[src/hw/rtl/slst_pkg.sv]
// Shared types and codes for the sorted list store.
`timescale 1ns / 1ps
`default_nettype none
package slst_pkg;

	typedef enum logic [1:0] {
		FUNC_INSERT = 2'd0,
		FUNC_DELETE = 2'd1,
		FUNC_MERGE  = 2'd2,
		FUNC_READ   = 2'd3
	} func_t;

	typedef enum logic [1:0] {
		STAT_OK    = 2'd0,
		STAT_EMPTY = 2'd1,
		STAT_NOPOS = 2'd2,
		STAT_FULL  = 2'd3
	} status_t;

	typedef enum logic [3:0] {
		ST_IDLE,
		ST_ELEM_WAIT,
		ST_DEL_STEP,
		ST_DEL_WR,
		ST_INS_STEP,
		ST_INS_CMP,
		ST_MRG_NEXT,
		ST_MRG_WAIT,
		ST_CMP_STEP,
		ST_CMP_WR,
		ST_FIN
	} state_t;

endpackage
`default_nettype wire

[src/hw/rtl/slst_ram.sv]
// Generic single write, single read RAM with registered read data.
`timescale 1ns / 1ps
`default_nettype none
module slst_ram #(
	parameter int WIDTH = 32,
	parameter int DEPTH = 32
) (
	input  wire logic                     clk,
	input  wire logic                     we,
	input  wire logic [$clog2(DEPTH)-1:0] waddr,
	input  wire logic [WIDTH-1:0]         wdata,
	input  wire logic [$clog2(DEPTH)-1:0] raddr,
	output logic      [WIDTH-1:0]         rdata
);

	logic [WIDTH-1:0] mem [DEPTH];

	always_ff @(posedge clk) begin
		if (we) begin
			mem[waddr] <= wdata;
		end
		rdata <= mem[raddr];
	end

endmodule
`default_nettype wire

[src/hw/rtl/sorted_list_store_top.sv]
// Top level of the sorted list store: sequencer around two list RAMs.
`timescale 1ns / 1ps
`default_nettype none
// Two ascending lists of signed 32-bit values, LIST_DEPTH entries each, one
// RAM per list. One item is in work at a time and gives one result beat.
// Read and delete fetch the element at the position; delete then shifts the
// entries above it down one place each. Insert finds the landing place with a
// read-compare-write step that walks down from the tail; merge inserts each
// element of list two into list one that way, and a stopped merge then
// compacts list two. The RAMs need no clearing: only entries below the counts
// are ever read.
module sorted_list_store_top #(
	parameter int LIST_DEPTH = 32
) (
	input  wire logic               clk,
	input  wire logic               arst_n,
	input  wire logic               in_valid,
	output logic                    in_ready,
	input  wire logic [1:0]         func,
	input  wire logic               list_sel,
	input  wire logic signed [31:0] value,
	input  wire logic [5:0]         position,
	output logic                    out_valid,
	input  wire logic               out_ready,
	output logic [1:0]              status,
	output logic signed [31:0]      elem_value,
	output logic [5:0]              count_after
);

	localparam int AW = $clog2(LIST_DEPTH);
	localparam int CW = $clog2(LIST_DEPTH + 1);
	localparam int WW = (CW > 6) ? CW : 6;

	slst_pkg::state_t state_q, state_d;

	logic [1:0]         op_q, op_d;
	logic               sel_q, sel_d;
	logic signed [31:0] val_q, val_d;
	logic [CW-1:0]      k_q, k_d;
	logic [CW-1:0]      j_q, j_d;
	logic [CW-1:0]      cnt1_q, cnt1_d, cnt2_q, cnt2_d;
	logic [1:0]         stat_q, stat_d;
	logic [31:0]        elem_q, elem_d;
	logic               out_valid_q, out_valid_d;
	logic [1:0]         out_stat_q, out_stat_d;
	logic [31:0]        out_elem_q, out_elem_d;
	logic [5:0]         out_cnt_q, out_cnt_d;

	logic          we1, we2;
	logic [AW-1:0] waddr1, waddr2, raddr1, raddr2;
	logic [31:0]   wdata1, wdata2, rdata1, rdata2;

	slst_ram #(.WIDTH(32), .DEPTH(LIST_DEPTH)) u_ram_one (
		.clk(clk), .we(we1), .waddr(waddr1), .wdata(wdata1),
		.raddr(raddr1), .rdata(rdata1)
	);

	slst_ram #(.WIDTH(32), .DEPTH(LIST_DEPTH)) u_ram_two (
		.clk(clk), .we(we2), .waddr(waddr2), .wdata(wdata2),
		.raddr(raddr2), .rdata(rdata2)
	);

	logic [CW-1:0]      in_cnt, sel_cnt, k_m1;
	logic [WW-1:0]      pos_w, fin_cnt_w;
	logic [CW:0]        k_p1, k_pj;
	logic [31:0]        sel_rdata;
	logic signed [31:0] sel_rs;
	logic               do_move;

	always_comb begin
		in_cnt    = list_sel ? cnt2_q : cnt1_q;
		sel_cnt   = sel_q ? cnt2_q : cnt1_q;
		pos_w     = WW'(position);
		k_m1      = k_q - 1'b1;
		k_p1      = {1'b0, k_q} + 1'b1;
		k_pj      = {1'b0, k_q} + {1'b0, j_q};
		sel_rdata = sel_q ? rdata2 : rdata1;
		sel_rs    = $signed(sel_rdata);
		// head moves only when strictly larger; others move when not smaller
		do_move   = (k_q == CW'(1)) ? (val_q < sel_rs) : !(sel_rs < val_q);
		fin_cnt_w = WW'(sel_cnt);
	end

	always_ff @(posedge clk or negedge arst_n) begin
		if (!arst_n) begin
			state_q     <= slst_pkg::ST_IDLE;
			cnt1_q      <= '0;
			cnt2_q      <= '0;
			out_valid_q <= 1'b0;
		end else begin
			state_q     <= state_d;
			cnt1_q      <= cnt1_d;
			cnt2_q      <= cnt2_d;
			out_valid_q <= out_valid_d;
		end
	end

	always_ff @(posedge clk) begin
		op_q       <= op_d;
		sel_q      <= sel_d;
		val_q      <= val_d;
		k_q        <= k_d;
		j_q        <= j_d;
		stat_q     <= stat_d;
		elem_q     <= elem_d;
		out_stat_q <= out_stat_d;
		out_elem_q <= out_elem_d;
		out_cnt_q  <= out_cnt_d;
	end

	always_comb begin
		state_d     = state_q;
		op_d        = op_q;
		sel_d       = sel_q;
		val_d       = val_q;
		k_d         = k_q;
		j_d         = j_q;
		cnt1_d      = cnt1_q;
		cnt2_d      = cnt2_q;
		stat_d      = stat_q;
		elem_d      = elem_q;
		out_valid_d = out_valid_q;
		out_stat_d  = out_stat_q;
		out_elem_d  = out_elem_q;
		out_cnt_d   = out_cnt_q;
		in_ready    = 1'b0;
		we1         = 1'b0;
		we2         = 1'b0;
		waddr1      = k_q[AW-1:0];
		waddr2      = k_q[AW-1:0];
		wdata1      = 32'(val_q);
		wdata2      = 32'(val_q);
		raddr1      = k_m1[AW-1:0];
		raddr2      = k_m1[AW-1:0];

		if (out_valid_q && out_ready) begin
			out_valid_d = 1'b0;
		end

		unique case (state_q)
			slst_pkg::ST_IDLE: begin
				in_ready = 1'b1;
				raddr1   = pos_w[AW-1:0];
				raddr2   = pos_w[AW-1:0];
				if (in_valid) begin
					op_d   = func;
					sel_d  = list_sel;
					val_d  = value;
					elem_d = '0;
					stat_d = slst_pkg::STAT_OK;
					k_d    = in_cnt;
					j_d    = '0;
					unique case (func)
						slst_pkg::FUNC_INSERT: begin
							if (in_cnt == CW'(LIST_DEPTH)) begin
								stat_d  = slst_pkg::STAT_FULL;
								state_d = slst_pkg::ST_FIN;
							end else begin
								state_d = slst_pkg::ST_INS_STEP;
							end
						end
						slst_pkg::FUNC_DELETE, slst_pkg::FUNC_READ: begin
							k_d = pos_w[CW-1:0];
							if (in_cnt == '0) begin
								stat_d  = slst_pkg::STAT_EMPTY;
								state_d = slst_pkg::ST_FIN;
							end else if (pos_w >= WW'(in_cnt)) begin
								stat_d  = slst_pkg::STAT_NOPOS;
								state_d = slst_pkg::ST_FIN;
							end else begin
								state_d = slst_pkg::ST_ELEM_WAIT;
							end
						end
						slst_pkg::FUNC_MERGE: begin
							sel_d = 1'b0;
							if (cnt1_q == '0 && cnt2_q == '0) begin
								stat_d  = slst_pkg::STAT_EMPTY;
								state_d = slst_pkg::ST_FIN;
							end else begin
								state_d = slst_pkg::ST_MRG_NEXT;
							end
						end
						default: state_d = slst_pkg::ST_FIN;
					endcase
				end
			end
			slst_pkg::ST_ELEM_WAIT: begin
				elem_d = sel_rdata;
				state_d = (op_q == slst_pkg::FUNC_READ) ? slst_pkg::ST_FIN
					: slst_pkg::ST_DEL_STEP;
			end
			slst_pkg::ST_DEL_STEP: begin
				raddr1 = k_p1[AW-1:0];
				raddr2 = k_p1[AW-1:0];
				if (k_p1 < {1'b0, sel_cnt}) begin
					state_d = slst_pkg::ST_DEL_WR;
				end else begin
					if (sel_q) cnt2_d = cnt2_q - 1'b1;
					else       cnt1_d = cnt1_q - 1'b1;
					state_d = slst_pkg::ST_FIN;
				end
			end
			slst_pkg::ST_DEL_WR: begin
				we1     = !sel_q;
				we2     = sel_q;
				wdata1  = rdata1;
				wdata2  = rdata2;
				k_d     = k_p1[CW-1:0];
				state_d = slst_pkg::ST_DEL_STEP;
			end
			slst_pkg::ST_INS_STEP: begin
				if (k_q == '0) begin
					we1 = !sel_q;
					we2 = sel_q;
					if (sel_q) cnt2_d = cnt2_q + 1'b1;
					else       cnt1_d = cnt1_q + 1'b1;
					if (op_q == slst_pkg::FUNC_MERGE) begin
						j_d     = j_q + 1'b1;
						state_d = slst_pkg::ST_MRG_NEXT;
					end else begin
						state_d = slst_pkg::ST_FIN;
					end
				end else begin
					state_d = slst_pkg::ST_INS_CMP;
				end
			end
			slst_pkg::ST_INS_CMP: begin
				we1 = !sel_q;
				we2 = sel_q;
				if (do_move) begin
					wdata1  = rdata1;
					wdata2  = rdata2;
					k_d     = k_m1;
					state_d = slst_pkg::ST_INS_STEP;
				end else begin
					if (sel_q) cnt2_d = cnt2_q + 1'b1;
					else       cnt1_d = cnt1_q + 1'b1;
					if (op_q == slst_pkg::FUNC_MERGE) begin
						j_d     = j_q + 1'b1;
						state_d = slst_pkg::ST_MRG_NEXT;
					end else begin
						state_d = slst_pkg::ST_FIN;
					end
				end
			end
			slst_pkg::ST_MRG_NEXT: begin
				raddr2 = j_q[AW-1:0];
				if (j_q < cnt2_q) begin
					if (cnt1_q == CW'(LIST_DEPTH)) begin
						stat_d  = slst_pkg::STAT_FULL;
						k_d     = '0;
						state_d = (j_q == '0) ? slst_pkg::ST_FIN
							: slst_pkg::ST_CMP_STEP;
					end else begin
						state_d = slst_pkg::ST_MRG_WAIT;
					end
				end else begin
					cnt2_d  = '0;
					state_d = slst_pkg::ST_FIN;
				end
			end
			slst_pkg::ST_MRG_WAIT: begin
				val_d   = $signed(rdata2);
				k_d     = cnt1_q;
				state_d = slst_pkg::ST_INS_STEP;
			end
			// stopped merge: slide the unmoved tail of list two down by j
			slst_pkg::ST_CMP_STEP: begin
				raddr2 = k_pj[AW-1:0];
				if (k_pj < {1'b0, cnt2_q}) begin
					state_d = slst_pkg::ST_CMP_WR;
				end else begin
					cnt2_d  = cnt2_q - j_q;
					state_d = slst_pkg::ST_FIN;
				end
			end
			slst_pkg::ST_CMP_WR: begin
				we2     = 1'b1;
				wdata2  = rdata2;
				k_d     = k_p1[CW-1:0];
				state_d = slst_pkg::ST_CMP_STEP;
			end
			slst_pkg::ST_FIN: begin
				if (!out_valid_q || out_ready) begin
					out_valid_d = 1'b1;
					out_stat_d  = stat_q;
					out_elem_d  = elem_q;
					out_cnt_d   = fin_cnt_w[5:0];
					state_d     = slst_pkg::ST_IDLE;
				end
			end
			default: state_d = slst_pkg::ST_IDLE;
		endcase
	end

	assign out_valid   = out_valid_q;
	assign status      = out_stat_q;
	assign elem_value  = $signed(out_elem_q);
	assign count_after = out_cnt_q;

`ifndef NO_ASSERTIONS
	a_cnt1_bound: assert property (@(posedge clk) disable iff (!arst_n)
		cnt1_q <= CW'(LIST_DEPTH))
		else $error("list one count beyond depth");
	a_cnt2_bound: assert property (@(posedge clk) disable iff (!arst_n)
		cnt2_q <= CW'(LIST_DEPTH))
		else $error("list two count beyond depth");
	a_one_writer: assert property (@(posedge clk) disable iff (!arst_n)
		!(we1 && we2))
		else $error("both list RAMs written at once");
	a_merge_target: assert property (@(posedge clk) disable iff (!arst_n)
		(op_q == slst_pkg::FUNC_MERGE && state_q == slst_pkg::ST_INS_CMP) |-> !we2)
		else $error("merge insert wrote list two");
	a_leave_idle: assert property (@(posedge clk) disable iff (!arst_n)
		(in_valid && in_ready) |=> state_q != slst_pkg::ST_IDLE)
		else $error("accepted beat did not start work");
`endif

endmodule
`default_nettype wire
[config.mk]
export PLATFORM = sky130hd
export DESIGN_NAME = sorted_list_store_top
export DESIGN_NICKNAME = d
export VERILOG_FILES = /design/src/hw/rtl/slst_pkg.sv /design/src/hw/rtl/slst_ram.sv /design/src/hw/rtl/sorted_list_store_top.sv
export SDC_FILE = /design/constraint.sdc
export NUM_CORES = 2
export LEC_CHECK = 0
export ABC_AREA = 1
export BUFFER_PORTS_ARGS = -buffer_cell sky130_fd_sc_hd__clkbuf_2
export CAP_MARGIN = 20
export CORE_MARGIN = 3
export CORE_UTILIZATION = 25
export CTS_BUF_LIST = sky130_fd_sc_hd__clkbuf_4 sky130_fd_sc_hd__clkbuf_8
export DETAILED_ROUTE_END_ITERATION = 6
export HOLD_SLACK_MARGIN = 0.02
export PLACE_DENSITY = 0.38
export SLEW_MARGIN = 20
export SYNTH_ARGS = -nofsm -noshare
export SYNTH_HDL_FRONTEND = slang
export SYNTH_SLANG_ARGS = --single-unit
[constraint.sdc]
create_clock -name clk -period 4 [get_ports clk]
set_input_delay 1.2 -clock clk [delete_from_list [all_inputs] [get_ports clk]]
set_output_delay 1.2 -clock clk [all_outputs]
set_load 0.01 [all_outputs]
Yosys cells after proc, flatten, opt, wreduce, memory -nomap -nowiden
Memories as Yosys holds them, arrays and structs flattened. A register that Yosys moved wholly into a read port is not among the register bits.
Index checks and enable logic that the tools add are counted.
{"block": "word_totals", "regBits": 138, "mem_bits_rw": 2048, "input_bits": 45, "out_inout_bits": 42, "word_cells": 171, "mem_count": 2}
{"memory": "u_ram_one.mem", "depth": 32, "width": 32, "rd": 1, "rd_ports_with_merged_regs": 1, "write_ports": 1, "line": "slst_ram.sv:16", "rtl": "logic [WIDTH-1:0] mem [DEPTH];"}
{"memory": "u_ram_two.mem", "depth": 32, "width": 32, "rd": 1, "rd_ports_with_merged_regs": 1, "write_ports": 1, "line": "slst_ram.sv:16"}
{"block": "classes", "n_addsub": 9, "n_lt_le_gt_ge": 6, "n_eq_ne": 30, "muxes": 77, "reduce_logical": 33}
{"cell": "case mux 32 bit (2 select lines)", "n": 4}
{"cell": "2-to-1 mux 32 bit", "n": 5}
{"cell": "2-to-1 mux 6 bit", "n": 23}
{"cell": "less-than comparator 32 bit", "n": 2}
{"cell": "case mux 6 bit (5 select lines)", "n": 2}
{"cell": "2-to-1 mux 4 bit", "n": 13}
{"cell": "case mux 4 bit (11 select lines)", "n": 1}
{"cell": "case mux 6 bit (3 select lines)", "n": 2}
{"cell": "zero test 6 bit", "n": 5}
{"cell": "!= test 2 bit (second input constant)", "n": 12}
{"cell": "case mux 5 bit (4 select lines)", "n": 1}
{"cell": "adder 6 x 1 -> 6 bit (second input constant)", "n": 3}
{"cell": "subtractor 6 x 1 -> 6 bit (second input constant)", "n": 3}
{"cell": "== test 4 x 3 -> 1 bit (second input constant)", "n": 4}
{"cell": "2-to-1 mux 2 bit", "n": 8}
{"cell": "less-than comparator 7 x 6 -> 1 bit", "n": 2}
{"cell": "== test 4 bit (second input constant)", "n": 3}
{"cell": "== test 6 bit (second input constant)", "n": 2}
{"cell": "2-to-1 mux 1 bit", "n": 12}
{"cell": "case mux 4 bit (3 select lines)", "n": 1}
{"cell": "case mux 5 bit (2 select lines)", "n": 1}
{"cell": "AND reduction 2 bit", "n": 5}
{"cell": "AND reduction 5 bit", "n": 2}
{"cell": "nonzero test 5 bit", "n": 2}
{"cell": "other kinds (24)", "n": 37}

Logic depth before layout (Yosys ltp)
{"block": "depth", "depth_word": 7, "ltp_mapped": 21, "mapped_depth_nobuf": 19}

Hierarchy
From an unflattened synthesis, not the netlist that was laid out.
{"block": "unflattened", "hier_cells": 8347, "area_unflattened_um2": 94723.3}
{"mod": "slst_ram", "n_inst": 2, "cells_each": 3536, "area_each_um2": 42405.7}
{"mod": "sorted_list_store_top", "n_inst": 1, "cells_each": 1275, "area_each_um2": 9912.0}

Least setup slack after synthesis
Ideal clock, no wire load.
{"block": "synth_path", "path_type": "register to register", "startpoint": "register k_q[0]", "endpoint": "memory u_ram_two.mem[1][0], enable pin", "setup_time_ps": 461, "arrival_time_ps": 3834, "required_time_ps": 3539, "slack_ps": -295, "stages_incl_launch_ff": 9, "path_buffers": 2, "synth_period_minus_slack_ps": 4295, "cell_sequence": "edfxtp_1 -> inv_1 -> ha_1 -> buf_1 -> nand4_1 -> nand2_1 -> a21oi_1 -> clkbuf_1 -> nor3_1"}
{"block": "synth_between", "elab_chain_cells": 5}
{"item": "start: declaration", "line": "sorted_list_store_top.sv:39", "rtl": "logic [CW-1:0] k_q, k_d;"}
{"item": "start signal: assignment", "line": "sorted_list_store_top.sv:102", "rtl": "k_q <= k_d;"}
{"item": "zero test 6 bit", "line": "sorted_list_store_top.sv:212", "rtl": "if (k_q == '0) begin"}
{"item": "2-to-1 mux 1 bit", "line": "sorted_list_store_top.sv:212"}
{"item": "case mux 1 bit (3 select lines)", "line": "sorted_list_store_top.sv:140", "rtl": "unique case (state_q)"}
{"item": "2-to-1 mux 1 bit", "line": "slst_ram.sv:19", "rtl": "if (we) begin"}
{"item": "2-to-1 mux 1 bit (not written as such)", "line": "slst_ram.sv:20", "rtl": "mem[waddr] <= wdata;"}
{"item": "end: declaration", "line": "slst_ram.sv:16"}
Parallel ways exist; a longest one is shown, timed or not.

Final worst setup path
{"block": "layout_path", "startpoint": "register sel_q", "endpoint": "memory u_ram_one.mem[17][17], data pin"}
{"block": "layout_between", "elab_chain_cells": 6, "elab_cells_between_ends": 7, "classes_between": "order compare: 2; mux: 4; reduce/logical: 1"}
{"item": "start: declaration", "line": "sorted_list_store_top.sv:37", "rtl": "logic sel_q, sel_d;"}
{"item": "start signal: assignment", "line": "sorted_list_store_top.sv:100", "rtl": "sel_q <= sel_d;"}
{"item": "2-to-1 mux 32 bit *", "line": "sorted_list_store_top.sv:77", "rtl": "sel_rdata = sel_q ? rdata2 : rdata1;"}
{"item": "net sel_rdata[24]", "line": "sorted_list_store_top.sv:66", "rtl": "logic [31:0] sel_rdata;"}
{"item": "less-than comparator 32 bit", "line": "sorted_list_store_top.sv:80", "rtl": "do_move = (k_q == CW'(1)) ? (val_q < sel_rs) : !(sel_rs < val_q);"}
{"item": "zero test 1 bit", "line": "sorted_list_store_top.sv:80"}
{"item": "2-to-1 mux 1 bit *", "line": "sorted_list_store_top.sv:80"}
{"item": "2-to-1 mux 32 bit *", "line": "sorted_list_store_top.sv:230", "rtl": "if (do_move) begin"}
{"item": "case mux 32 bit (2 select lines) *", "line": "sorted_list_store_top.sv:140"}
{"item": "net u_ram_one.wdata[17]", "line": "slst_ram.sv:11", "rtl": "input wire logic [WIDTH-1:0] wdata,"}
{"item": "end: declaration", "line": "slst_ram.sv:16"}
The timed path passes the listed nets; every way through them passes the cells marked *.

==> metrics.md <==
| Metric | Value |
|---|---|
| Syn_nets | 8588 |
| Detailed placement HPWL | 205.3 mm |
| Critical Path RT | 4.77 ns |
| DRT Pass-1 Iters | 5 |
| Chip Width | 631.1 um |
| Tcrit/Tclk final | 0.9693 |
| Depth of the CTS H-tree | 5 |
| Setup-failing EPs final | 0 |
| Mean Syn Cell Area | 11.54 um2 |
| Area grow syn2layout | 19.62% |
| Post-layout instance area | 0.1168 mm2 |
| Slew margin rel. | 0.2613 |
| Die ar. | 0.3983 mm2 |
| Area leader, netlist | edfxtp_1 |
| Synth top area cells | edfxtp_1 (67%), nand3_1 (6.9%), nand2_1 (5.2%), o211ai_1 (3.7%), inv_1 (3.6%) |
| Netlist cell types | 51 |
| DR iter-0 viols | 6106 |
| TritonCTS Buffers | 407 |
| Count of pins over their slew limit | 0 |
| Worst vdd ir | 1.241 mV |
| Startpoint Class | flop |
| EDFF count, synth | 2169 |
| Area after DPL | 0.1087 mm2 |
| Seq pwr share | 0.273 |
| DP Cell Count | 13610 |
| Clock Power Share | 0.193 |
| Net switching power | 52.64 mW |
| Core ar. | 0.3874 mm2 |
| Synth warn | 0 |
| Clk_lat worst skew | 1.09 ns |
| CTS Buffer Depth | 4 |
| Clock-pin slew on the worst setup and hold paths | 0.06 ns |
| Pre-CTS setup slack | -0.04151 ns |
| Register area share after synthesis | 0.6843 |
| Fin Clk Skew | 0.07451 ns |
| Worst-Margin Slew | 1.108 ns |
| Via count of the first global-routing pass | 66490 |
| Port buffer count | 86 |
| Overall Power | 112.6 mW |
| Hold Fails Final Rpt | 0 |
| Average vias per placed instance | 4.712 |
| Top-count cell post-synth | edfxtp_1 |
| Vias post-DR | 67730 |
| Io pins | 87 |
| Share of cells above drive strength 1 | 0.1500 |
| Final worst setup slack | 0.1228 ns |
| Final Critical Period | 3.877 ns |
| Cells after Synth | 8464 |
| Top-area cell type share of the netlist area | 0.6668 |
| Initial antenna violation count | 16 |
| Cells on worst reg2reg path | 20 |
| Global-route wire length before repair | 519.8 mm |
| Setup CP Type | flop to flop |
| Placer Congestion | 0.8076 |
| CTS tree | done |
| GRT overflow | 0 |
| Hold Crit Class | primary input to flop |
| Fin util | 0.3016 |
| GRT Overall Usage | 0.1820 |
| # clock sinks | 2250 |
| Critical path peak fanout | 32 |
| Drt drc | 0 |
| Largest net degree at the start of global routing | 104 |
| Crit path DAT | 4.64 ns |
| Drt wl/cell | 25.95 um |
| Top_reg_cell synth | edfxtp_1 |
| Cell internal pwr | 59.94 mW |
| Crit end category | flop |
| Site Rows | 228 |
| RSZ-0062 raised after global routing | no |
| PwrDens | 963.5 mW/mm2 |
| Async set-reset flop share out of synthesis | 0.007556 |
| Starting Density | 0.2521 |
| Switch share | 0.4676 |
| F_max | 257.9 MHz |
| Status | completed |
| Leak Pwr | 42.82 nW |
| Total Routed Length | 373.0 mm |
| Worst hold stages | 2 |
| Die boundary height | 631.1 um |
| Root Driver | clkbuf_8 |
| Synthesis-stage register bit count | 2250 |
| Most instantiated cells after synthesis | edfxtp_1 (2169), nand2_1 (1350), nand3_1 (1342) |
| Antenna viol nets, final | 0 |
| Synth Cell Area | 0.09768 mm2 |
| Gate power share | 0.533 |
| Final non-filler cell total | 14370 |
| Max Cap Viol | 0 |
| Nets | 8974 |
==> cell type report <==
type | instances | area [um2]
Timing Repair Buffer | 501 | 6401
Clock buffer | 579 | 7012
Antenna cell | 4 | 10.01
Multi-Input combinational cell | 4738 | 25460
Tap cell | 5175 | 6475
Sequential cell | 2250 | 66840
Inverter | 952 | 3623
Fill cell | 39720 | 270600
Clock inverter | 175 | 1032
==> per-layer routing <==
metal / track usage / routed length (um) / vias to the layer above
met2: 0.2979 / 174200 / 2000
met4: 0.05149 / 10080 / 0
li1: - / - / 30550
met5: 0 / 0 / -
met3: 0.02145 / 18040 / 542
met1: 0.2532 / 170700 / 34650
==> power groups by stage <==
stage / Clock (mW) / Sequential, mW / Combinational [mW]
floorplan: 0 / 30.8 / 35.0
global placement: 0 / 31.3 / 60.5
finish: 21.8 / 30.8 / 60.0
global route: 23.5 / 30.8 / 65.8
CTS: 22.5 / 30.8 / 60.7
detailed placement: 0 / 31.3 / 60.5
==> path summary, 6_finish.rpt <==
path                                               start                              end  slack [ns]
worst max-delay path                 sel_q$_SDFFCE_PN0P_  u_ram_one.mem[17][17]$_DFFE_PP_        0.12
worst min-delay path                           out_ready              out_valid$_DFF_PN0_        0.32
worst max register to register       sel_q$_SDFFCE_PN0P_  u_ram_one.mem[17][17]$_DFFE_PP_        0.12
worst min register to register  elem_q[16]$_SDFFCE_PN0P_         elem_value[16]$_DFFE_PP_        0.42
max in group asynchronous                         arst_n            cnt2_q[0]$_DFFE_PN0P_        3.08
min in group asynchronous                         arst_n              out_valid$_DFF_PN0_        0.58
==> logic make-up after synthesis <==
family	synth area share
XOR/XNOR	0.001435
buffers and inverters	0.06197
AND/OR/NAND/NOR	0.1833
flip-flops	0.6843
AO/OA/AOI/OAI	0.05858
adder cells (fa/ha/maj)	0.01043
==> registers in the layout, indices dropped and copies added (netlist names) <==
signal and count:
status 2, op_q 2, k_q 6, u_ram_two.rdata 32, cnt2_q 6, count_after 6, u_ram_one.mem 1024, cnt1_q 6
sel_q 1, elem_q 32, state_q 4, stat_q 2, out_valid 1, j_q 6, val_q 32, u_ram_one.rdata 32
u_ram_two.mem 1024, elem_value 32
==> worst max-delay path, stage by stage, from the launching register on <==
cell and delay [ns]:
edfxtp_1 0.41, buf_4 0.18, clkbuf_16 0.20, o21ai_2 0.30
inv_1 0.08, ha_1 0.28, nand2_1 0.06, nor2_2 0.17
nand2_1 0.11, inv_1 0.09, nand2_1 0.05, nor2_1 0.12
buf_4 0.14, buf_4 0.10, nand4_1 0.17, nand4_1 0.28
nand2_2 0.12, buf_12 0.19, nand2_1 0.09, nand3_1 0.13
buf_12 0.19
==> repair_timing <==
| action | CTS | global route |
|---|---|---|
| hold endpoints to repair | 17 | 0 |
| hold buffers | 1 | 0 |
| cloned | 0 | 1 |
| pin swaps | 0 | 1 |
| setup buffers | 0 | 2 |
| endpoints found under the setup margin | 240 | 2054 |
| resized for setup | 2 | 36 |
==> cell usage in the layout (no fill, tap or decap), types with 153 or more instances in the layout <==
cell type / count
nand3_1: 1338
buf_4: 186
nand2_1: 1343
o211ai_1: 482
inv_1: 935
nand3b_1: 291
o21ai_0: 306
clkbuf_4: 153
edfxtp_1: 2169
buf_12: 226
nor2_1: 324
clkbuf_8: 426
==> metrics by stage <==
step | setup TNS, ns | hold slack, ns
final | 0 | 0.3179
after global routing | 0 | 0.2885
after CTS | 0 | 0.1743
after detailed placement | -1.389 | 0.4108
after global placement | -16.13 | 0.4043
after floorplan | -149.43 | 0.4003
Power figures use the tool's default switching activity.
